**config.mk**
```make
export PLATFORM = sky130hd
export DESIGN_NAME = v2py_cell
export DESIGN_NICKNAME = d
export VERILOG_FILES = /design/src/design/v2py_pkg.sv /design/src/design/v2py_cell.sv
export SDC_FILE = /design/constraint.sdc
export NUM_CORES = 1
export LEC_CHECK = 0
export BUFFER_PORTS_ARGS = -buffer_cell sky130_fd_sc_hd__buf_4
export CAP_MARGIN = 0
export CORE_UTILIZATION = 25
export CTS_CLUSTER_DIAMETER = 80
export DETAILED_ROUTE_END_ITERATION = 10
export GPL_ROUTABILITY_DRIVEN = 0
export GPL_TIMING_DRIVEN = 0
export PLACE_DENSITY = 0.53
export SETUP_SLACK_MARGIN = 0.4
export SYNTH_ARGS = -nofsm -noshare
export SYNTH_HDL_FRONTEND = slang
export SYNTH_SLANG_ARGS = --single-unit
```
**constraint.sdc**
```tcl
create_clock -name clk -period 0.97 [get_ports clk]
set_clock_uncertainty 0.15 [all_clocks]
set_input_delay 0.194 -clock clk [delete_from_list [all_inputs] [get_ports clk]]
set_output_delay 0.194 -clock clk [all_outputs]
set_load 0.03 [all_outputs]
```
**src/design/v2py_pkg.sv**
```systemverilog
`timescale 1ns / 1ps

package v2py_pkg;

	// datapath width of the rotation cells; inputs are scaled to about 2^46
	localparam int DATA_W       = 52;
	localparam int CORDIC_STEPS = 30;
	// prep stage, two rows of cells, output register
	localparam int PIPE_DEPTH   = 2 * CORDIC_STEPS + 2;

	// CORDIC gain, Q30
	localparam logic [30:0] GAIN_Q30 = 31'd1768195363;

	// binary angles, 2^32 per turn
	localparam logic [31:0] TURN_0   = 32'h0000_0000;
	localparam logic [31:0] TURN_90  = 32'h4000_0000;
	localparam logic [31:0] TURN_180 = 32'h8000_0000;
	localparam logic [31:0] TURN_270 = 32'hC000_0000;

	typedef struct packed {
		logic null_vec;
		logic x_zero;
		logic x_pos;
		logic y_zero;
		logic y_pos;
		logic z_zero;
		logic z_pos;
		logic z_neg;
	} flags_t;

	typedef struct packed {
		logic signed [DATA_W-1:0] x;
		logic signed [DATA_W-1:0] y;
		logic [31:0]              ang;
	} cordic_t;

	typedef struct packed {
		flags_t            flags;
		logic [DATA_W-1:0] zk;
		logic [31:0]       yaw_ang;
	} side_t;

	// atan(2^-i), 2^32 per turn
	function automatic logic [31:0] atan_angle(input int idx);
		logic [31:0] a;
		case (idx)
			0:  a = 32'd536870912;
			1:  a = 32'd316933406;
			2:  a = 32'd167458907;
			3:  a = 32'd85004756;
			4:  a = 32'd42667331;
			5:  a = 32'd21354465;
			6:  a = 32'd10679838;
			7:  a = 32'd5340245;
			8:  a = 32'd2670163;
			9:  a = 32'd1335087;
			10: a = 32'd667544;
			11: a = 32'd333772;
			12: a = 32'd166886;
			13: a = 32'd83443;
			14: a = 32'd41722;
			15: a = 32'd20861;
			16: a = 32'd10430;
			17: a = 32'd5215;
			18: a = 32'd2608;
			19: a = 32'd1304;
			20: a = 32'd652;
			21: a = 32'd326;
			22: a = 32'd163;
			23: a = 32'd81;
			24: a = 32'd41;
			25: a = 32'd20;
			26: a = 32'd10;
			27: a = 32'd5;
			28: a = 32'd3;
			29: a = 32'd1;
			default: a = 32'd0;
		endcase
		return a;
	endfunction

endpackage

```
**src/design/v2py_cell.sv**
```systemverilog
`timescale 1ns / 1ps

module v2py_cell #(
	parameter int          SHIFT = 0,
	parameter logic [31:0] ATAN  = 32'd0
) (
	input  logic              clk,
	input  logic              arst_n,
	input  logic              en,
	input  logic              in_valid,
	input  v2py_pkg::cordic_t in_cord,
	input  v2py_pkg::side_t   in_side,
	output logic              out_valid,
	output v2py_pkg::cordic_t out_cord,
	output v2py_pkg::side_t   out_side
);
	import v2py_pkg::*;

	logic signed [DATA_W-1:0] cx, cy, dx, dy;
	cordic_t                  nxt;

	// rotate towards the x axis by atan(2^-SHIFT)
	always_comb begin
		cx = in_cord.x;
		cy = in_cord.y;
		dx = cy >>> SHIFT;
		dy = cx >>> SHIFT;
		if (!cy[DATA_W-1]) begin
			nxt.x   = cx + dx;
			nxt.y   = cy - dy;
			nxt.ang = in_cord.ang + ATAN;
		end else begin
			nxt.x   = cx - dx;
			nxt.y   = cy + dy;
			nxt.ang = in_cord.ang - ATAN;
		end
	end

	always_ff @(posedge clk or negedge arst_n) begin
		if (!arst_n) begin
			out_valid <= 1'b0;
		end else if (en) begin
			out_valid <= in_valid;
		end
	end

	always_ff @(posedge clk) begin
		if (en) begin
			out_cord <= nxt;
			out_side <= in_side;
		end
	end

endmodule

```
==> impl_metrics.tcl <==
set metrics [dict create \
    status "finished, violations left" \
    failed_checks "hold timing, setup timing" \
    yosysWarnings 0 \
    finalNonFillerCells 3362 \
    die_y_um 263 \
    io_pins 461 \
    dieArea_um2 69200 \
    antenna_found_initial 3 \
    max_freq_mhz 362 \
    power_mw 41.3 \
    hold-worst-slack_ns -0.369 \
    max_cap_viol_count 0 \
    dp_hpwl_um 60000 \
    yosysTopAreaCell "edfxtp_1" \
    holdPathEnd "out_side[61]" \
    synth_compound_area_frac 0.229 \
    postCtsHoldBufs 1 \
    gr-total-overflow 0 \
    drv_slew 0 \
    rsz0062_at_grt "true" \
    r2r_end "out_valid" \
    cts_max_level 1 \
    die_width_um 263 \
    synth_cells 1803 \
    post-place-cells 3136 \
    p_leak_nw 11.8 \
    dr.first_iter.drc_count 1688 \
    ys_seq_elements 228 \
    n_antenna_cell 0 \
    yosys.area_share.simple 0.120 \
    grt_pass1_vias 17900 \
    fillers 6423 \
    start_util 0.253 \
    numCtsBuffers 28 \
    post-route-util 0.426 \
    drive_above_1_share 0.483 \
    layout_common_cells "buf_4 (317), buf_6 (307), edfxtp_1 (227), a21oi_1 (137)" \
    cp_num_buf_inv 2 \
    yosys.cell_types.count 89 \
    hp-class "in2reg" \
    max_stage_delay_ns 0.45 \
    synth_area_leaders "edfxtp_1 (40%), ha_1 (12%), a21oi_1 (6.4%)" \
    syn2layout_area_growth_pct 68.0 \
    synth_top_family_by_area "compound AO/OA/AOI/OAI gates" \
    grt_pass1_wl_um 115000 \
    synth_xor_area_frac 0.0463 \
    wl_per_cell_um 23.7 \
    clockRootBuffer "clkbuf_16" \
    timing.final.ws_setup_ns -1.79 \
    peakVddDrop_mv 1.39 \
    grt.total_usage 0.217 \
    fin_crit_sh 2.84 \
    hold_depth 1 \
    setup_viol 331 \
    tightest_slew_ns 1.38 \
    synth_enable_flop_cells 227 \
    vias 18000 \
    cts.clk_slew.worst_paths_ns 0.06 \
    syn_area_per_cell_um2 9.45 \
    synth_flop_cell "edfxtp_1" \
    start_kind "input port" \
    final_hold_viol_count 189 \
    path_common_cell "a31oi_4" \
    post-route-drc-count 0 \
    path_delay_family "compound AO/OA/AOI/OAI gates" \
    syn_nets 2207 \
    finalCriticalPeriod_ns 2.76 \
    ant_nets 0 \
    portBuffers 459 \
    ctsLongestPathBuffers 3 \
    cp.depth 13 \
    power_density_nw_per_um2 1440 \
    drt_pass1_iterations 8 \
    rrSetupSlack_ns 0.03 \
    ys_seq_area_frac 0.401 \
    slowest_stage "or4_4" \
    synth.area.mux_share 0.0203 \
    fp-row-count 95 \
    wl_um 79700 \
    core-area_um2 67300 \
    nNetsFinal 2871 \
    worstSkewPairLatency_ns 0.58 \
    reg2reg_depth 1 \
    worstPathCellList "buf_12 > ha_4 > inv_2 > fa_2 > o21ba_4 > or4_4 > a31oi_4 > and3_4 > o31a_4 > o21ai_4 > a2111o_1 > a31oi_4 > xnor2_2" \
    syn_area_um2 17000 \
    cp.arrival_ns 2.92 \
    viasPerCell 5.34 \
    grt_start_max_net_pins 54 \
    mostFrequentLayoutCell "buf_4" \
    worstReg2RegStart "out_valid" \
    critPathMaxFanout 4 \
    critical_path_class "in2reg" \
    synthArstFlopShare 0.00439 \
    min_from "in_side[61]" \
    worstPathRequired_ns 1.13 \
    worstSetupEndpointType "flop" \
    cts_tree "built" \
    cts_num_sinks 228 \
    synth_top_area_frac 0.400 \
    synth-adder-area-share 0.128 \
    slew_headroom 0.0773 \
]
metal layers:
layer	vias up	share of wire	routed length, µm	track usage
met1	8644	0.38	30100	0.260
li1	7935	-	-	-
met4	4	0.050	4020	0.0937
met2	1120	0.47	37700	0.370
met3	264	0.097	7770	0.0528
met5	-	0.00033	26	0
power breakdown:
part           leakage, nW  switching [mW]  internal [mW]  total (mW)
registers             2.23           0.605           12.4        13.0
logic                 9.12            10.4           7.63        18.0
clock network        0.439            4.26           5.97        10.2
worst max-delay path by stage:
stage                 from             to  slack, ns
6_report       in_cord[32]  out_cord[132]      -1.79
5_1_grt        in_cord[32]  out_cord[132]      -1.80
4_1_cts        in_cord[32]  out_cord[132]      -1.78
3_5_place_dp   in_cord[57]   out_cord[68]      -2.94
3_3_place_gp   in_cord[39]   out_cord[74]      -2.89
2_1_floorplan  in_cord[32]  out_cord[132]      -1.94
repair_timing:
| action | in CTS | in global routing |
|---|---|---|
| endpoints found under the hold margin | 234 | 233 |
| cloned | 5 | 1 |
| setup buffers | 129 | 38 |
| gates resized for setup | 735 | 183 |
| setup endpoints to repair | 559 | 363 |
| pin swaps | 170 | 141 |
registers in the layout, summed over array words and instances, names as in the netlist:
name / cells
out_cord: 135
out_side: 92
out_valid: 1
synth_stat cells (18+ instances only):
cell / instances
o21ai_0: 122
nor3_1: 27
inv_1: 164
a31oi_1: 19
nand4_1: 29
a21oi_1: 217
xnor2_1: 84
a21o_1: 43
o31ai_1: 21
o211ai_1: 18
nor2_1: 132
o21bai_1: 43
edfxtp_1: 227
ha_1: 169
mux2i_1: 29
nor4_1: 19
nor2b_1: 18
nand3_1: 32
clkbuf_1: 47
nand2_1: 107
cell families (layout without fill, tap and decap cells):
kind of cell               count (synthesis)  count (layout)
DFF                                      228             228
muxes                                     34              34
AOI/OAI and AO/OA                        612             612
buffers and inverters                    243             929
xor gates and xnor gates                  90              90
adders and majority gates                172             172
and+or+nand+nor                          424             424
stage by stage:
stage               setup WS [ns]  hold slack, ns  area [µm²]  setup TNS (ns)
global placement            -2.89          -0.180       22400         -673.73
global route                -1.80          -0.403       28600         -264.21
detailed placement          -2.94          -0.178       22400         -388.76
floorplan                   -1.94          -0.252       17800         -141.39
finish                      -1.79          -0.369       28600         -251.01
CTS                         -1.78          -0.406       27500         -251.52
cell type report:
cell class | count | area, µm² | share of cell area
multi-input combinational | 1332 | 12200 | 0.425
sequential | 228 | 6840 | 0.239
timing repair buffer | 634 | 6250 | 0.218
tap | 873 | 1090 | 0.0382
clock buffer | 40 | 797 | 0.0278
inverter | 168 | 742 | 0.0259
buffer | 75 | 644 | 0.0225
clock inverter | 12 | 96.3 | 0.00337
Power figures use the tool's default switching activity.
