===== config.mk =====
export PLATFORM = sky130hd
export DESIGN_NAME = v2py_finish
export DESIGN_NICKNAME = d
export VERILOG_FILES = /design/src/design/v2py_pkg.sv /design/src/design/v2py_finish.sv
export SDC_FILE = /design/constraint.sdc
export NUM_CORES = 1
export LEC_CHECK = 0
export ABC_CLOCK_PERIOD_IN_PS = 2200
export BUFFER_PORTS_ARGS = -buffer_cell sky130_fd_sc_hd__buf_4
export CAP_MARGIN = 5
export CORE_AREA = 2 2 104 106
export CTS_CLUSTER_DIAMETER = 120
export DETAILED_ROUTE_END_ITERATION = 12
export DIE_AREA = 0 0 106 108
export SYNTH_ARGS = -nofsm -noshare
export SYNTH_HDL_FRONTEND = slang
export SYNTH_SLANG_ARGS = --single-unit

===== constraint.sdc =====
create_clock -name clk -period 2.2 [get_ports clk]
set_input_delay 0.33 -clock clk [delete_from_list [all_inputs] [get_ports clk]]
set_output_delay 0.33 -clock clk [all_outputs]
set_load 0.02 [all_outputs]

===== src/design/v2py_pkg.sv =====
`timescale 1ns / 1ps

package v2py_pkg;

	// datapath width of the rotation cells; inputs are scaled to about 2^46
	localparam int DATA_W       = 52;
	localparam int CORDIC_STEPS = 30;
	// prep stage, two rows of cells, output register
	localparam int PIPE_DEPTH   = 2 * CORDIC_STEPS + 2;

	// CORDIC gain, Q30
	localparam logic [30:0] GAIN_Q30 = 31'd1768195363;

	// binary angles, 2^32 per turn
	localparam logic [31:0] TURN_0   = 32'h0000_0000;
	localparam logic [31:0] TURN_90  = 32'h4000_0000;
	localparam logic [31:0] TURN_180 = 32'h8000_0000;
	localparam logic [31:0] TURN_270 = 32'hC000_0000;

	typedef struct packed {
		logic null_vec;
		logic x_zero;
		logic x_pos;
		logic y_zero;
		logic y_pos;
		logic z_zero;
		logic z_pos;
		logic z_neg;
	} flags_t;

	typedef struct packed {
		logic signed [DATA_W-1:0] x;
		logic signed [DATA_W-1:0] y;
		logic [31:0]              ang;
	} cordic_t;

	typedef struct packed {
		flags_t            flags;
		logic [DATA_W-1:0] zk;
		logic [31:0]       yaw_ang;
	} side_t;

	// atan(2^-i), 2^32 per turn
	function automatic logic [31:0] atan_angle(input int idx);
		logic [31:0] a;
		case (idx)
			0:  a = 32'd536870912;
			1:  a = 32'd316933406;
			2:  a = 32'd167458907;
			3:  a = 32'd85004756;
			4:  a = 32'd42667331;
			5:  a = 32'd21354465;
			6:  a = 32'd10679838;
			7:  a = 32'd5340245;
			8:  a = 32'd2670163;
			9:  a = 32'd1335087;
			10: a = 32'd667544;
			11: a = 32'd333772;
			12: a = 32'd166886;
			13: a = 32'd83443;
			14: a = 32'd41722;
			15: a = 32'd20861;
			16: a = 32'd10430;
			17: a = 32'd5215;
			18: a = 32'd2608;
			19: a = 32'd1304;
			20: a = 32'd652;
			21: a = 32'd326;
			22: a = 32'd163;
			23: a = 32'd81;
			24: a = 32'd41;
			25: a = 32'd20;
			26: a = 32'd10;
			27: a = 32'd5;
			28: a = 32'd3;
			29: a = 32'd1;
			default: a = 32'd0;
		endcase
		return a;
	endfunction

endpackage


===== src/design/v2py_finish.sv =====
`timescale 1ns / 1ps

module v2py_finish #(
	parameter int ANGLE_BITS = 16
) (
	input  logic              clk,
	input  logic              arst_n,
	input  logic              in_valid,
	input  v2py_pkg::cordic_t in_cord,
	input  v2py_pkg::side_t   in_side,
	input  logic              out_ready,
	output logic              out_valid,
	output logic [15:0]       yaw_angle,
	output logic [15:0]       pitch_angle
);
	import v2py_pkg::*;

	logic [31:0]           yaw32, pitch32;
	logic [ANGLE_BITS-1:0] yaw_code, pitch_raw, pitch_code;
	logic                  load;

	always_comb begin
		if (in_side.flags.null_vec) begin
			yaw32   = TURN_0;
			pitch32 = in_side.flags.z_pos ? TURN_90 : TURN_270;
		end else begin
			// exact axes override the rotation result
			if (in_side.flags.x_zero) begin
				yaw32 = in_side.flags.y_pos ? TURN_90 : TURN_270;
			end else if (in_side.flags.y_zero) begin
				yaw32 = in_side.flags.x_pos ? TURN_0 : TURN_180;
			end else begin
				yaw32 = in_side.yaw_ang;
			end
			if (in_side.flags.z_zero) begin
				pitch32 = TURN_0;
			end else if (in_side.flags.z_neg) begin
				pitch32 = TURN_0 - in_cord.ang;
			end else begin
				pitch32 = in_cord.ang;
			end
		end
		yaw_code   = yaw32[31 -: ANGLE_BITS];
		pitch_raw  = pitch32[31 -: ANGLE_BITS];
		pitch_code = ANGLE_BITS'(0) - pitch_raw;
		load       = !out_valid || out_ready;
	end

	always_ff @(posedge clk or negedge arst_n) begin
		if (!arst_n) begin
			out_valid <= 1'b0;
		end else if (load) begin
			out_valid <= in_valid;
		end
	end

	always_ff @(posedge clk) begin
		if (load && in_valid) begin
			yaw_angle   <= 16'(yaw_code);
			pitch_angle <= 16'(pitch_code);
		end
	end

endmodule


==> results.tsv <==
stage	metric	value	unit
cts	worst_skew_pair.late_latency	0.28	ns
critical_path	startpoint_type	input port	
sta	hold_slack	0.256	ns
sta	drv_slew	0	
sta	min_period	2.54	ns
routing	drc	0	
finish	num-fill-cells	1011	
sta	max_freq	393	MHz
critical_path	end_kind	flop	
global_routing	grt_pass1_wl	12.2	mm
cts	clock-sinks	33	
finish	drive_gt1_frac	0.548	
synth	ys.flop_type	edfxtp_1	
critical_path	timing.rr.end	yaw_angle[3]	
place	gp_congestion	0.884	
cts	cts_tree	yes	
critical_path	critPathArrivalTime	2.58	ns
sta	max_slew_margin	0.713	
synth	avgSynthCellArea	10.0	sq um
outcome	outcome	finished, violations left	
power	powerDensity	479	mW/mm^2
finish	nets	608	
finish	area_delta_synth_final	69.3	%
min_path	worstHoldPathType	in2reg	
global_routing	grt_max_degree	33	
synth	synth-edff-count	32	
routing	drt_iter0_drc	136	
synth	ys_warn_count	0	
global_routing	grt_pass1_vias	2430	
sta	finalHoldViolCount	0	
power	peakVddDrop	0.000257	V
finish	layout_common_cells	buf_4, edfxtp_1, nand2_1, nor2_1, and2_1	
floorplan	ios	265	
routing	routed_wl	7.91	mm
place	placed_area	0.00350	sq mm
critical_path	critPathKind	in2reg	
sta	rsz0062_at_grt	true	
sta	finalWorstSetupSlack	-0.342	ns
routing	postRouteAntennaNets	0	
routing	vias	2369	
synth	syn_inst	226	
sta	max_slew.worst_pin.slew	0.426	ns
power	leakage	1.60	nW
cts	cts_root_buf	clkbuf_8	
synth	ys_seq_area_frac	0.435	
critical_path	required	2.24	ns
sta	tns	-1.72	ns
place	port_buffers	92	
critical_path	r2r_slack	0.86	ns
sta	setup_viol	8	
routing	dr.pass1.iters	4	
critical_path	r2r_cells	3	
run	drv_cap	0	
cts	clkTransAtPathRegs	0.08	ns
floorplan	rows	37	
cts	htreeDepth	2	
finish	final_common_cell	buf_4	
floorplan	die_area	0.0114	sq mm
synth	synth_area	0.00227	sq mm
sta	fin_skew	0.00219	ns
place	place_inst	495	
routing	wl_per_cell	15.4	um
floorplan	core_area	0.0102	sq mm
global_routing	antenna_found_initial	0	
synth	ys_types	55	
floorplan	die_x	106	um
global_routing	grt_overflow	0	
floorplan	chipHeight	108	um
min_path	hold_start	in_valid	
critical_path	r2r-start	out_valid	
power	power	1.84	mW
cts	cts_buffers	5	
min_path	hold_depth	2	
floorplan	start_util	0.222	
finish	final_area	0.00384	sq mm
finish	antenna_cells	0	
global_routing	grt_use_total	0.137	
sta	post-route-period-util	1.16	
cts	clk_path_buf_depth	2	
synth	synth_nets	459	
place	dp_hpwl	6.09	mm
min_path	whs_endpoint	out_valid	
synth	synth.ff_latch_count	33	
outcome	violations	negative setup slack	
critical_path	worstPathMaxFanout	3	
finish	final_cells	512	
routing	via_per_inst	4.63	
synth	async_flop_share	0.0303	
[worst max-delay path, stage by stage]
cell and delay, ns:
buf_6 0.09, nor4_4 0.36, nand4_4 0.15, nand2_2 0.11, xor2_1 0.17, nand2b_4 0.17
ha_4 0.15, inv_4 0.04, a31oi_4 0.15, nand3_2 0.12, nand4b_4 0.20, o221ai_2 0.16
and3b_1 0.21, a21o_1 0.17
[flip-flops by register name, summed over array words and instances (netlist names)]
signal and flops:
pitch_angle 16, yaw_angle 16, out_valid 1
[power breakdown]
part	internal (mW)	total (mW)	switching [mW]	leakage, nW
clock network	0.219	0.464	0.246	0.0439
registers	0.745	0.760	0.0147	0.324
logic	0.310	0.613	0.303	1.23
total	1.27	1.84	0.564	1.60
[cells in the mapped netlist, types with 2 or more instances]
master | number | share of area
edfxtp_1 | 32 | 0.42
nand2_1 | 22 | 0.036
nor2_1 | 18 | 0.030
and2_1 | 17 | 0.047
xnor2_1 | 10 | 0.039
a21oi_1 | 9 | 0.020
clkbuf_1 | 7 | 0.012
nand2b_1 | 7 | 0.019
o21ai_0 | 7 | 0.015
xor2_1 | 7 | 0.027
nand3_1 | 6 | 0.013
a211oi_1 | 5 | 0.017
inv_1 | 5 | 0.0083
nand4_1 | 5 | 0.014
nor3_1 | 5 | 0.011
buf_2 | 4 | 0.0088
nor4_4 | 4 | 0.038
o211ai_1 | 4 | 0.013
o31ai_1 | 4 | 0.013
a211o_1 | 3 | 0.012
a31oi_1 | 3 | 0.0083
or2_2 | 3 | 0.0083
mux2i_1 | 2 | 0.0088
nor3_2 | 2 | 0.0088
o21ai_1 | 2 | 0.0044
o22ai_1 | 2 | 0.0055
o41ai_1 | 2 | 0.0077
or3_4 | 2 | 0.0099
[how the worst max path moves through the flow]
stage | slack (ns) | start | to
after CTS | -0.24 | in_cord[7] | pitch_angle[12]
after floorplan | -0.50 | in_cord[1] | pitch_angle[12]
final | -0.34 | in_cord[10] | pitch_angle[12]
after detailed placement | -0.69 | in_cord[11] | pitch_angle[8]
after global placement | -0.59 | in_cord[11] | pitch_angle[12]
after global routing | -0.49 | in_cord[10] | pitch_angle[8]
[per-stage QoR]
stage | setup WS (ns) | util
after floorplan | -0.502 | -
after global placement | -0.589 | 0.342
after detailed placement | -0.694 | 0.342
after CTS | -0.237 | 0.365
final | -0.342 | 0.375
after global routing | -0.486 | 0.375
[cell families (layout without fill, tap and decap cells)]
group,after synthesis,in the layout,synth area share
flops,33,33,0.435
mux,3,3,0.0149
simple gates,100,100,0.275
xor+xnor,17,17,0.0657
buf+inv,18,168,0.0370
compound gates,54,54,0.167
fa+ha+maj,1,1,0.00552
[timing repair]
| item | CTS | global route |
|---|---|---|
| hold buffers | 1 | 0 |
| setup endpoints to repair | 8 | 12 |
| gates resized for setup | 22 | 15 |
| setup buffers | 4 | 4 |
| pin swaps | 11 | 19 |
| endpoints found under the hold margin | 1 | 0 |
[cell type report]
type | count | area [sq um] | share of cell area
Clock buffer | 5 | 68.8 | 0.0179
Clock inverter | 3 | 17.5 | 0.00456
Inverter | 5 | 21.3 | 0.00554
Multi-Input combinational cell | 175 | 1370 | 0.357
Sequential cell | 33 | 986 | 0.257
Tap cell | 136 | 170 | 0.0443
Timing Repair Buffer | 155 | 1200 | 0.314
[per-layer routing]
| metal | part of all wire | wire length (um) | GRT usage |
|---|---|---|---|
| met2 | 0.49 | 3840 | 0.235 |
| met3 | 0.099 | 782 | 0.0567 |
| met1 | 0.39 | 3080 | 0.152 |
| met4 | 0.027 | 213 | 0.0526 |
| met5 | 0 | 0 | 0 |
Power figures use the tool's default switching activity.
