## config.mk

```make
export PLATFORM = sky130hd
export DESIGN_NAME = v2py_prep
export DESIGN_NICKNAME = d
export VERILOG_FILES = /design/src/design/v2py_pkg.sv /design/src/design/v2py_prep.sv
export SDC_FILE = /design/constraint.sdc
export NUM_CORES = 1
export LEC_CHECK = 0
export ABC_AREA = 1
export BUFFER_PORTS_ARGS = -buffer_cell sky130_fd_sc_hd__buf_2
export CORE_AREA = 2 2 242 149
export CTS_BUF_LIST = sky130_fd_sc_hd__clkbuf_8
export CTS_CLUSTER_DIAMETER = 120
export DETAILED_ROUTE_END_ITERATION = 12
export DIE_AREA = 0 0 244 151
export SYNTH_ARGS = -nofsm -noshare
export SYNTH_HDL_FRONTEND = slang
export SYNTH_SLANG_ARGS = --single-unit
export TNS_END_PERCENT = 100
```

## constraint.sdc

```tcl
create_clock -name clk -period 1.55 [get_ports clk]
set_input_delay 0.155 -clock clk [delete_from_list [all_inputs] [get_ports clk]]
set_output_delay 0.155 -clock clk [all_outputs]
set_load 0.005 [all_outputs]
```

## src/design/v2py_pkg.sv

```systemverilog
`timescale 1ns / 1ps

package v2py_pkg;

	// datapath width of the rotation cells; inputs are scaled to about 2^46
	localparam int DATA_W       = 52;
	localparam int CORDIC_STEPS = 30;
	// prep stage, two rows of cells, output register
	localparam int PIPE_DEPTH   = 2 * CORDIC_STEPS + 2;

	// CORDIC gain, Q30
	localparam logic [30:0] GAIN_Q30 = 31'd1768195363;

	// binary angles, 2^32 per turn
	localparam logic [31:0] TURN_0   = 32'h0000_0000;
	localparam logic [31:0] TURN_90  = 32'h4000_0000;
	localparam logic [31:0] TURN_180 = 32'h8000_0000;
	localparam logic [31:0] TURN_270 = 32'hC000_0000;

	typedef struct packed {
		logic null_vec;
		logic x_zero;
		logic x_pos;
		logic y_zero;
		logic y_pos;
		logic z_zero;
		logic z_pos;
		logic z_neg;
	} flags_t;

	typedef struct packed {
		logic signed [DATA_W-1:0] x;
		logic signed [DATA_W-1:0] y;
		logic [31:0]              ang;
	} cordic_t;

	typedef struct packed {
		flags_t            flags;
		logic [DATA_W-1:0] zk;
		logic [31:0]       yaw_ang;
	} side_t;

	// atan(2^-i), 2^32 per turn
	function automatic logic [31:0] atan_angle(input int idx);
		logic [31:0] a;
		case (idx)
			0:  a = 32'd536870912;
			1:  a = 32'd316933406;
			2:  a = 32'd167458907;
			3:  a = 32'd85004756;
			4:  a = 32'd42667331;
			5:  a = 32'd21354465;
			6:  a = 32'd10679838;
			7:  a = 32'd5340245;
			8:  a = 32'd2670163;
			9:  a = 32'd1335087;
			10: a = 32'd667544;
			11: a = 32'd333772;
			12: a = 32'd166886;
			13: a = 32'd83443;
			14: a = 32'd41722;
			15: a = 32'd20861;
			16: a = 32'd10430;
			17: a = 32'd5215;
			18: a = 32'd2608;
			19: a = 32'd1304;
			20: a = 32'd652;
			21: a = 32'd326;
			22: a = 32'd163;
			23: a = 32'd81;
			24: a = 32'd41;
			25: a = 32'd20;
			26: a = 32'd10;
			27: a = 32'd5;
			28: a = 32'd3;
			29: a = 32'd1;
			default: a = 32'd0;
		endcase
		return a;
	endfunction

endpackage

```

## src/design/v2py_prep.sv

```systemverilog
`timescale 1ns / 1ps

module v2py_prep #(
	parameter int COMPONENT_BITS = 16
) (
	input  logic                             clk,
	input  logic                             arst_n,
	input  logic                             en,
	input  logic                             in_valid,
	input  logic signed [COMPONENT_BITS-1:0] vec_x,
	input  logic signed [COMPONENT_BITS-1:0] vec_y,
	input  logic signed [COMPONENT_BITS-1:0] vec_z,
	output logic                             out_valid,
	output v2py_pkg::cordic_t                out_cord,
	output v2py_pkg::side_t                  out_side
);
	import v2py_pkg::*;

	localparam int GUARD  = 47 - COMPONENT_BITS;
	localparam int ZSH    = 32 - COMPONENT_BITS;
	localparam int PROD_W = COMPONENT_BITS + 31;
	localparam int EXT_W  = DATA_W - COMPONENT_BITS - 1;

	logic                           x_neg;
	logic signed [COMPONENT_BITS:0] xe, ye, xf, yf;
	logic [DATA_W-1:0]              xw, yw;
	logic [COMPONENT_BITS-1:0]      zabs;
	logic [PROD_W-1:0]              prod;
	logic [63:0]                    zwide;
	flags_t                         fl;

	always_comb begin
		x_neg = vec_x[COMPONENT_BITS-1];
		xe    = {vec_x[COMPONENT_BITS-1], vec_x};
		ye    = {vec_y[COMPONENT_BITS-1], vec_y};
		// fold the left half-plane onto the right one
		xf    = x_neg ? -xe : xe;
		yf    = x_neg ? -ye : ye;
		xw    = {{EXT_W{xf[COMPONENT_BITS]}}, xf} << GUARD;
		yw    = {{EXT_W{yf[COMPONENT_BITS]}}, yf} << GUARD;

		zabs  = vec_z[COMPONENT_BITS-1] ? (~vec_z + 1'b1) : vec_z;
		prod  = PROD_W'(zabs) * PROD_W'(GAIN_Q30);
		zwide = 64'(prod) << ZSH;

		fl.null_vec = (vec_x == '0) && (vec_y == '0);
		fl.x_zero   = (vec_x == '0);
		fl.x_pos    = (vec_x != '0) && !vec_x[COMPONENT_BITS-1];
		fl.y_zero   = (vec_y == '0);
		fl.y_pos    = (vec_y != '0) && !vec_y[COMPONENT_BITS-1];
		fl.z_zero   = (vec_z == '0);
		fl.z_pos    = (vec_z != '0) && !vec_z[COMPONENT_BITS-1];
		fl.z_neg    = vec_z[COMPONENT_BITS-1];
	end

	always_ff @(posedge clk or negedge arst_n) begin
		if (!arst_n) begin
			out_valid <= 1'b0;
		end else if (en) begin
			out_valid <= in_valid;
		end
	end

	always_ff @(posedge clk) begin
		if (en) begin
			out_cord.x       <= signed'(xw);
			out_cord.y       <= signed'(yw);
			out_cord.ang     <= x_neg ? TURN_180 : TURN_0;
			out_side.flags   <= fl;
			out_side.zk      <= DATA_W'(zwide >> 15);
			out_side.yaw_ang <= TURN_0;
		end
	end

endmodule

```

==> insert_results.sql, run 1 <==
INSERT INTO impl_metrics (metric_group, metric, value, unit) VALUES
('status', 'outcome', 'complete, but fails checks', ''),
('status', 'violations', 'setup timing', ''),
('placement', 'gp_congestion', '0.9867', ''),
('placement', 'place.detailed.instances', '2499', ''),
('synth', 'netlist_instances', '1675', ''),
('worst_setup_path', 'worst_path_largest_cell_delay', '0.56', 'ns'),
('hold_path', 'min_path_type', 'primary input to flop', ''),
('synth', 'ys_warn_count', '0', ''),
('synth', 'yosys_most_used_dff', 'edfxtp_1', ''),
('synth', 'number_of_enable_flip_flop_cells_after_synthesis', '90', ''),
('floorplanning', 'top_level_ports', '281', ''),
('floorplanning', 'rows', '53', ''),
('layout', 'nets', '2496', ''),
('layout', 'antenna_cells', '0', ''),
('floorplanning', 'dieHeight', '151', 'µm'),
('timing', 'fin_crit_sh', '321.7', '%'),
('worst_setup_path', 'critical_path.startpoint_type', 'primary input', ''),
('timing', 'achievable-frequency', '200.6', 'MHz'),
('worst_setup_path', 'critPathCaptureType', 'flop', ''),
('timing', 'unrepaired_setup_endpoints_after_global_routing', 'true', ''),
('clock_network', 'cts_max_path_buffers', '2', ''),
('detailed_routing', 'vias', '11798', ''),
('layout', 'syn2layout_area_growth', '48.52', '%'),
('run', 'drv.max_cap_violation_count', '0', ''),
('global_route', 'pin_count_of_the_biggest_net_entering_global_routing', '35', ''),
('timing', 'fin_skew', '0', 'ns'),
('timing', 'final_critical_period', '4.986', 'ns'),
('detailed_routing', 'wl_met3', '4.380', 'mm'),
('detailed_routing', 'post_drt_antenna_nets', '0', ''),
('placement', 'hpwlAfterDp', '36.93', 'mm'),
('worst_setup_path', 'critical_path_start_end_classification', 'primary input to flop', ''),
('worst_setup_path', 'critical_path.slowest_cell', 'fa_1', ''),
('floorplanning', 'design.die.area', '36840', 'µm²'),
('placement', 'buffer_ports.inserted', '150', ''),
('synth', 'synthesis.area_per_instance', '8.152', 'µm²'),
('global_route', 'first_global_vias', '11924', ''),
('synth', 'synth_area', '13650', 'µm²'),
('floorplanning', 'floorplan.initialDensity', '39.52', '%'),
('global_route', 'global_route.usage.total', '24.73', '%'),
('detailed_routing', 'detail_route.wl_per_cell', '17.44', 'µm'),
('synth', 'synth_sequential_area_ratio', '19.98', '%'),
('detailed_routing', 'routed.top_layer', 'met4', ''),
('worst_setup_path', 'crit_path_arrival_time', '5.15', 'ns'),
('timing', 'final-setup-viol-count', '46', ''),
('global_route', 'grt_pass1_wl', '67.54', 'mm'),
('floorplanning', 'chipWidth', '244', 'µm'),
('layout', 'most-common-layout-cells', 'inv_1 (359), buf_4 (224), nand2_1 (208)', ''),
('detailed_routing', 'drt-initial-drc-count', '684', ''),
('worst_setup_path', 'reg2reg_slack', '0.80', 'ns'),
('clock_network', 'clock_insertion_delay_worst_skew', '0.40', 'ns'),
('layout', 'mostFrequentLayoutCell', 'inv_1', ''),
('clock_network', 'clk_root_buffer_cell', 'clkbuf_8', ''),
('worst_setup_path', 'timing.critical_path.required', '1.71', 'ns'),
('synth', 'post_synth_num_cell_types', '38', ''),
('floorplanning', 'core', '34550', 'µm²'),
('detailed_routing', 'drc', '0', ''),
('detailed_routing', 'routed_via_density', '4.550', ''),
('detailed_routing', 'met2WireLength', '18.93', 'mm'),
('worst_setup_path', 'worstPathMaxFanout', '4', ''),
('clock_network', 'number_of_h_tree_levels', '3', ''),
('timing', 'setup_slack', '-3.436', 'ns'),
('layout', 'fillers', '2899', ''),
('detailed_routing', 'drtPass1Iterations', '7', ''),
('synth', 'yosys_register_bits', '91', ''),
('synth', 'synth-async-reset-ratio', '1.099', '%'),
('worst_setup_path', 'path_common_cell', 'fa_1', ''),
('layout', 'fraction_of_final_layout_cells_sized_beyond_drive_strength_1', '46.19', '%'),
('clock_network', 'tritoncts', 'yes', ''),
('timing', 'slew_limit_fails', '0', ''),
('detailed_routing', 'postRouteWirelength', '45.23', 'mm'),
('layout', 'stdcell_count', '2593', ''),
('global_route', 'global_route.overflow_total', '0', ''),
('clock_network', 'cts_inserted_buffers', '9', ''),
('detailed_routing', 'wl_met1', '21.61', 'mm'),
('global_route', 'antenna_violations_before_repair', '0', ''),
('timing', 'report.final.hold_viol_count', '0', ''),
('clock_network', 'clk_pin_slew_worst_paths', '0.10', 'ns'),
('clock_network', 'tritoncts_num_sinks', '91', '');
metal layers:
layer,up-vias,GRT usage [%]
met5,-,0
met1,5768,35.82
li1,5690,-
met2,317,35.23
met4,0,3.659
met3,23,9.585
sequential cells by signal (all words and copies together), names as in the netlist:
| name | flops |
|---|---|
| out_cord | 35 |
| out_valid | 1 |
| out_side | 55 |
critical path: cells and delay by family:
| family | cells | cell delay [ns] |
|---|---|---|
| AO/OA/AOI/OAI | 2 | 0.36 |
| XOR/XNOR | 1 | 0.15 |
| adder cells (fa/ha/maj) | 8 | 2.95 |
| buffers and inverters | 9 | 0.86 |
| AND/OR/NAND/NOR | 9 | 0.67 |
kinds of logic (layout without fill, tap and decap cells):
kind of cell	count (synthesis)	count (layout)	synth area share, %
buffers and inverters	575	897	19.61
AND/OR/NAND/NOR	558	558	17.80
adder cells (fa/ha/maj)	323	323	35.87
flip-flops	91	91	19.98
XOR/XNOR	64	64	4.160
AO/OA/AOI/OAI	62	62	2.474
other	1	130	0.02746
multiplexers	1	1	0.08246
cell type report:
class,instances,area [µm²],area share [%]
well taps,467,584.3,2.881
repair buffers,449,3405,16.79
flip-flops and latches,91,2728,13.45
inverters,432,1672,8.243
clock inverters,7,58.81,0.2900
multi-input cells,1138,11710,57.74
clock buffers,9,123.9,0.6108
cells in the mapped netlist, types with 7 or more instances:
cell type  number  area, µm²
nand2_1       343       1287
nand3_2         9      90.09
buf_4         138       1036
xnor2_1        12      105.1
nand2_2        29      181.4
nand3_1        41      205.2
nor2_1         92      345.3
o21ai_0        18      90.09
nor3_1          7      35.03
fa_1          114       2282
inv_1         428       1607
edfxtp_1       90       2703
ha_1          209       2615
xor2_1         51      446.7
nand4_1         7      43.79
a21oi_1        28      140.1
nor2_2         12      75.07
final timing paths:
path                            from            end  cells after the start
max                         vec_z[0]   out_side[79]                     29
min                         vec_x[0]  out_cord[115]                      2
max reg2reg                out_valid      out_valid                      1
min reg2reg                out_valid      out_valid                      1
max in group asynchronous     arst_n      out_valid                      2
min in group asynchronous     arst_n      out_valid                      2
through the flow:
step / instance area, µm² / util [%] / TNS, ns / setup WS, ns / hold slack, ns
3_5_place_dp: 17100 / 49.49 / -159.98 / -4.173 / -0.05924
4_1_cts: 19680 / 56.96 / -130.27 / -3.312 / 0.008986
2_1_floorplan: 15130 / - / -130.61 / -3.418 / -0.1406
6_report: 20280 / 58.70 / -130.82 / -3.436 / 0.03348
3_3_place_gp: 17100 / 49.49 / -158.16 / -4.160 / -0.05851
5_1_grt: 20280 / 58.70 / -136.79 / -3.608 / 0.02020
timing repair:
action | CTS | global route
buffers inserted | 76 | 33
setup endpoints to repair | 45 | 50
gates resized for setup | 381 | 157
hold buffers | 3 | 0
pin swaps | 228 | 106
endpoints found under the hold margin | 3 | 0
Power of run 1 is left out: the tool's default activity adds up to more than one toggle a clock period on the data nets, which glitch-free logic cannot reach.
==> inputs of run 2 (changes only) <==
ABC_AREA = default   (was 1)
CORE_AREA = 2 2 230 141   (was 2 2 242 149)
DIE_AREA = 0 0 232 143   (was 0 0 244 151)
==> insert_results.sql, run 2 <==
INSERT INTO impl_metrics (metric_group, metric, value, unit) VALUES
('status', 'outcome', 'complete, but fails checks', ''),
('status', 'violations', 'setup timing', ''),
('layout', 'largest_reg_flops', '55', ''),
('hold_path', 'min_path_type', 'primary input to async pin', ''),
('global_route', 'global_route.overflow_total', '0', ''),
('synth', 'synth_sequential_area_ratio', '22.23', '%'),
('layout', 'fillers', '2682', ''),
('floorplanning', 'design.die.area', '33180', 'µm²'),
('synth', 'yosys_register_bits', '91', ''),
('timing', 'achievable-frequency', '168.5', 'MHz'),
('detailed_routing', 'postRouteWirelength', '36.95', 'mm'),
('clock_network', 'tritoncts_num_sinks', '91', ''),
('layout', 'largest-register', 'out_side', ''),
('synth', 'fraction_of_the_mapped_netlist_area_in_adder_cells', '39.91', '%'),
('worst_setup_path', 'critical_path_start_end_classification', 'primary input to flop', ''),
('timing', 'report.final.hold_viol_count', '0', ''),
('synth', 'share_of_the_synthesized_netlist_area_taken_by_xor_and_xnor_gates', '6.066', '%'),
('synth', 'ys_warn_count', '0', ''),
('floorplanning', 'dieHeight', '143', 'µm'),
('synth', 'synth_largest_type_area_fraction', '22.02', '%'),
('synth', 'synth_simple_gate_area_share', '6.403', '%'),
('timing', 'setup_slack', '-4.384', 'ns'),
('timing', 'unrepaired_setup_endpoints_after_global_routing', 'true', ''),
('synth', 'yosys-top-cells-area', 'edfxtp_1 (22%), ha_1 (21%), fa_1 (19%), buf_4 (8.4%), inv_1 (7.6%)', ''),
('clock_network', 'cts_inserted_buffers', '9', ''),
('global_route', 'global_route.usage.total', '22.33', '%'),
('detailed_routing', 'detail_route.wl_per_cell', '17.37', 'µm'),
('layout', 'top_regs', 'out_side: 55 flops, out_cord: 35 flops, out_valid: 1 flops', ''),
('floorplanning', 'floorplan.initialDensity', '39.63', '%'),
('worst_setup_path', 'crit_family', 'adder cells', ''),
('timing', 'final_critical_period', '5.934', 'ns'),
('synth', 'synth_mux_area_share', '0.1733', '%'),
('worst_setup_path', 'worst_path_largest_cell_delay', '0.54', 'ns'),
('worst_setup_path', 'crit_path_arrival_time', '6.12', 'ns'),
('timing', 'fin_skew', '0', 'ns'),
('worst_setup_path', 'critical_path.slowest_cell', 'or4_4', ''),
('layout', 'nets', '2081', ''),
('detailed_routing', 'routed_via_density', '4.661', ''),
('clock_network', 'tritoncts', 'yes', ''),
('synth', 'synth_area', '12270', 'µm²'),
('global_route', 'grt_pass1_wl', '55.53', 'mm'),
('synth', 'yosys_most_used_dff', 'edfxtp_1', ''),
('detailed_routing', 'drt-initial-drc-count', '523', ''),
('placement', 'buffer_ports.inserted', '150', ''),
('global_route', 'antenna_violations_before_repair', '1', ''),
('synth', 'synth_compound_area_share', '8.585', '%'),
('synth', 'post_synth_num_cell_types', '54', ''),
('detailed_routing', 'vias', '9914', ''),
('worst_setup_path', 'critPathBufInv', '7', ''),
('clock_network', 'cts_max_path_buffers', '2', ''),
('synth', 'yosys.area.top_type', 'edfxtp_1', ''),
('placement', 'gp_congestion', '1.013', ''),
('layout', 'antenna_cells', '0', ''),
('global_route', 'first_global_vias', '10008', ''),
('global_route', 'pin_count_of_the_biggest_net_entering_global_routing', '31', ''),
('detailed_routing', 'drc', '0', ''),
('detailed_routing', 'drtPass1Iterations', '5', ''),
('timing', 'fin_crit_sh', '382.8', '%'),
('layout', 'syn2layout_area_growth', '46.95', '%'),
('synth', 'post-synth-top-count-cell', 'inv_1', ''),
('timing', 'finalSetupTns', '-164.43', 'ns'),
('worst_setup_path', 'critPathCaptureType', 'flop', ''),
('layout', 'area.sequential', '2728', 'µm²'),
('synth', 'netlist_top_cells_count', 'inv_1 (249), ha_1 (209), buf_4 (138)', ''),
('worst_setup_path', 'timing.critical_path.required', '1.74', 'ns'),
('run', 'drv.max_cap_violation_count', '0', ''),
('floorplanning', 'top_level_ports', '281', ''),
('floorplanning', 'rows', '50', ''),
('detailed_routing', 'post_drt_antenna_nets', '0', ''),
('clock_network', 'number_of_h_tree_levels', '3', ''),
('synth', 'synth_top_family_by_area', 'adder cells', ''),
('clock_network', 'clk_pin_slew_worst_paths', '0.12', 'ns'),
('clock_network', 'clk_root_buffer_cell', 'clkbuf_8', ''),
('synth', 'synthesis.area_per_instance', '10.01', 'µm²'),
('timing', 'final-setup-viol-count', '54', ''),
('layout', 'fraction_of_final_layout_cells_sized_beyond_drive_strength_1', '44.30', '%'),
('clock_network', 'clock_insertion_delay_worst_skew', '0.41', 'ns'),
('layout', 'most-common-layout-cells', 'buf_4 (284), inv_1 (223), buf_2 (141)', ''),
('synth', 'synth-async-reset-ratio', '1.099', '%'),
('worst_setup_path', 'worstPathMaxFanout', '5', ''),
('floorplanning', 'core', '30970', 'µm²'),
('layout', 'mostFrequentLayoutCell', 'buf_4', ''),
('layout', 'area_of_the_multi_input_gates', '9958', 'µm²'),
('synth', 'number_of_enable_flip_flop_cells_after_synthesis', '90', ''),
('placement', 'hpwlAfterDp', '30.57', 'mm'),
('worst_setup_path', 'critical_path.startpoint_type', 'primary input', ''),
('synth', 'netlist_instances', '1226', ''),
('timing', 'slew_limit_fails', '0', ''),
('floorplanning', 'chipWidth', '232', 'µm');
[run 2: cell count changes after synthesis, moves of 16 or more]
cell / previous run / this run
a21oi_1: 28 / 44
inv_1: 428 / 249
nand2_1: 343 / 52
nand2_2: 29 / 0
nand3_1: 41 / 11
nor2_1: 92 / 24
o21ai_0: 18 / 41
xnor2_1: 12 / 64
xor2_1: 51 / 21
[run 2: cell families after synthesis]
kind of cell	after synthesis
muxes	2
buffers and inverters	405
other	1
AOI/OAI and AO/OA	164
xor gates and xnor gates	85
adders and majority gates	323
DFF	91
and+or+nand+nor	155
[run 2: layout make-up]
class / instances / share of cell area (%)
clock inverters: 7 / 0.4232
well taps: 416 / 2.886
flip-flops and latches: 91 / 15.13
clock buffers: 9 / 0.6869
inverters: 249 / 5.224
repair buffers: 496 / 20.43
multi-input cells: 859 / 55.22
[run 2: worst paths after layout]
check / startpoint / endpoint / slack [ns] / depth (start not counted)
min reg2reg: out_valid / out_valid / 0.54 / 1
min in group clk: vec_x[5] / out_cord[120] / 0.10 / 3
max in group asynchronous: arst_n / out_valid / 1.40 / 2
max reg2reg: out_valid / out_valid / 0.79 / 1
min: arst_n / out_valid / 0.06 / 2
max: vec_z[5] / out_side[78] / -4.38 / 26
[run 2: layer usage]
metal  part of all wire [%]  track usage, %  vias to the layer above  wire length, µm
met1                     50           33.93                     4882            18490
met5                   0.26           2.083                        -               95
met3                    8.3           7.688                       17             3067
met2                     41           30.43                      264            15010
met4                   0.78           3.239                        2              289
li1                       -               -                     4749                -
[run 2: per-stage QoR]
step | setup slack, ns | instance area, µm² | cells | hold WS [ns] | util (%)
2_1_floorplan | -4.573 | 13510 | 1355 | -0.1406 | -
3_5_place_dp | -5.104 | 15890 | 2057 | -0.06310 | 51.30
6_report | -4.384 | 18030 | 2127 | 0.06362 | 58.23
5_1_grt | -4.542 | 18030 | 2127 | 0.02775 | 58.23
3_3_place_gp | -5.055 | 15890 | 2057 | -0.07022 | 51.30
4_1_cts | -4.282 | 17710 | 2115 | 0.004506 | 57.20
[run 2: repair_timing]
action	CTS	global route
setup endpoints to repair	54	55
endpoints found under the hold margin	6	0
pin swaps	111	52
gates resized for setup	236	55
hold buffers	6	0
buffers inserted	43	20
Power of run 2 is left out for the same reason.
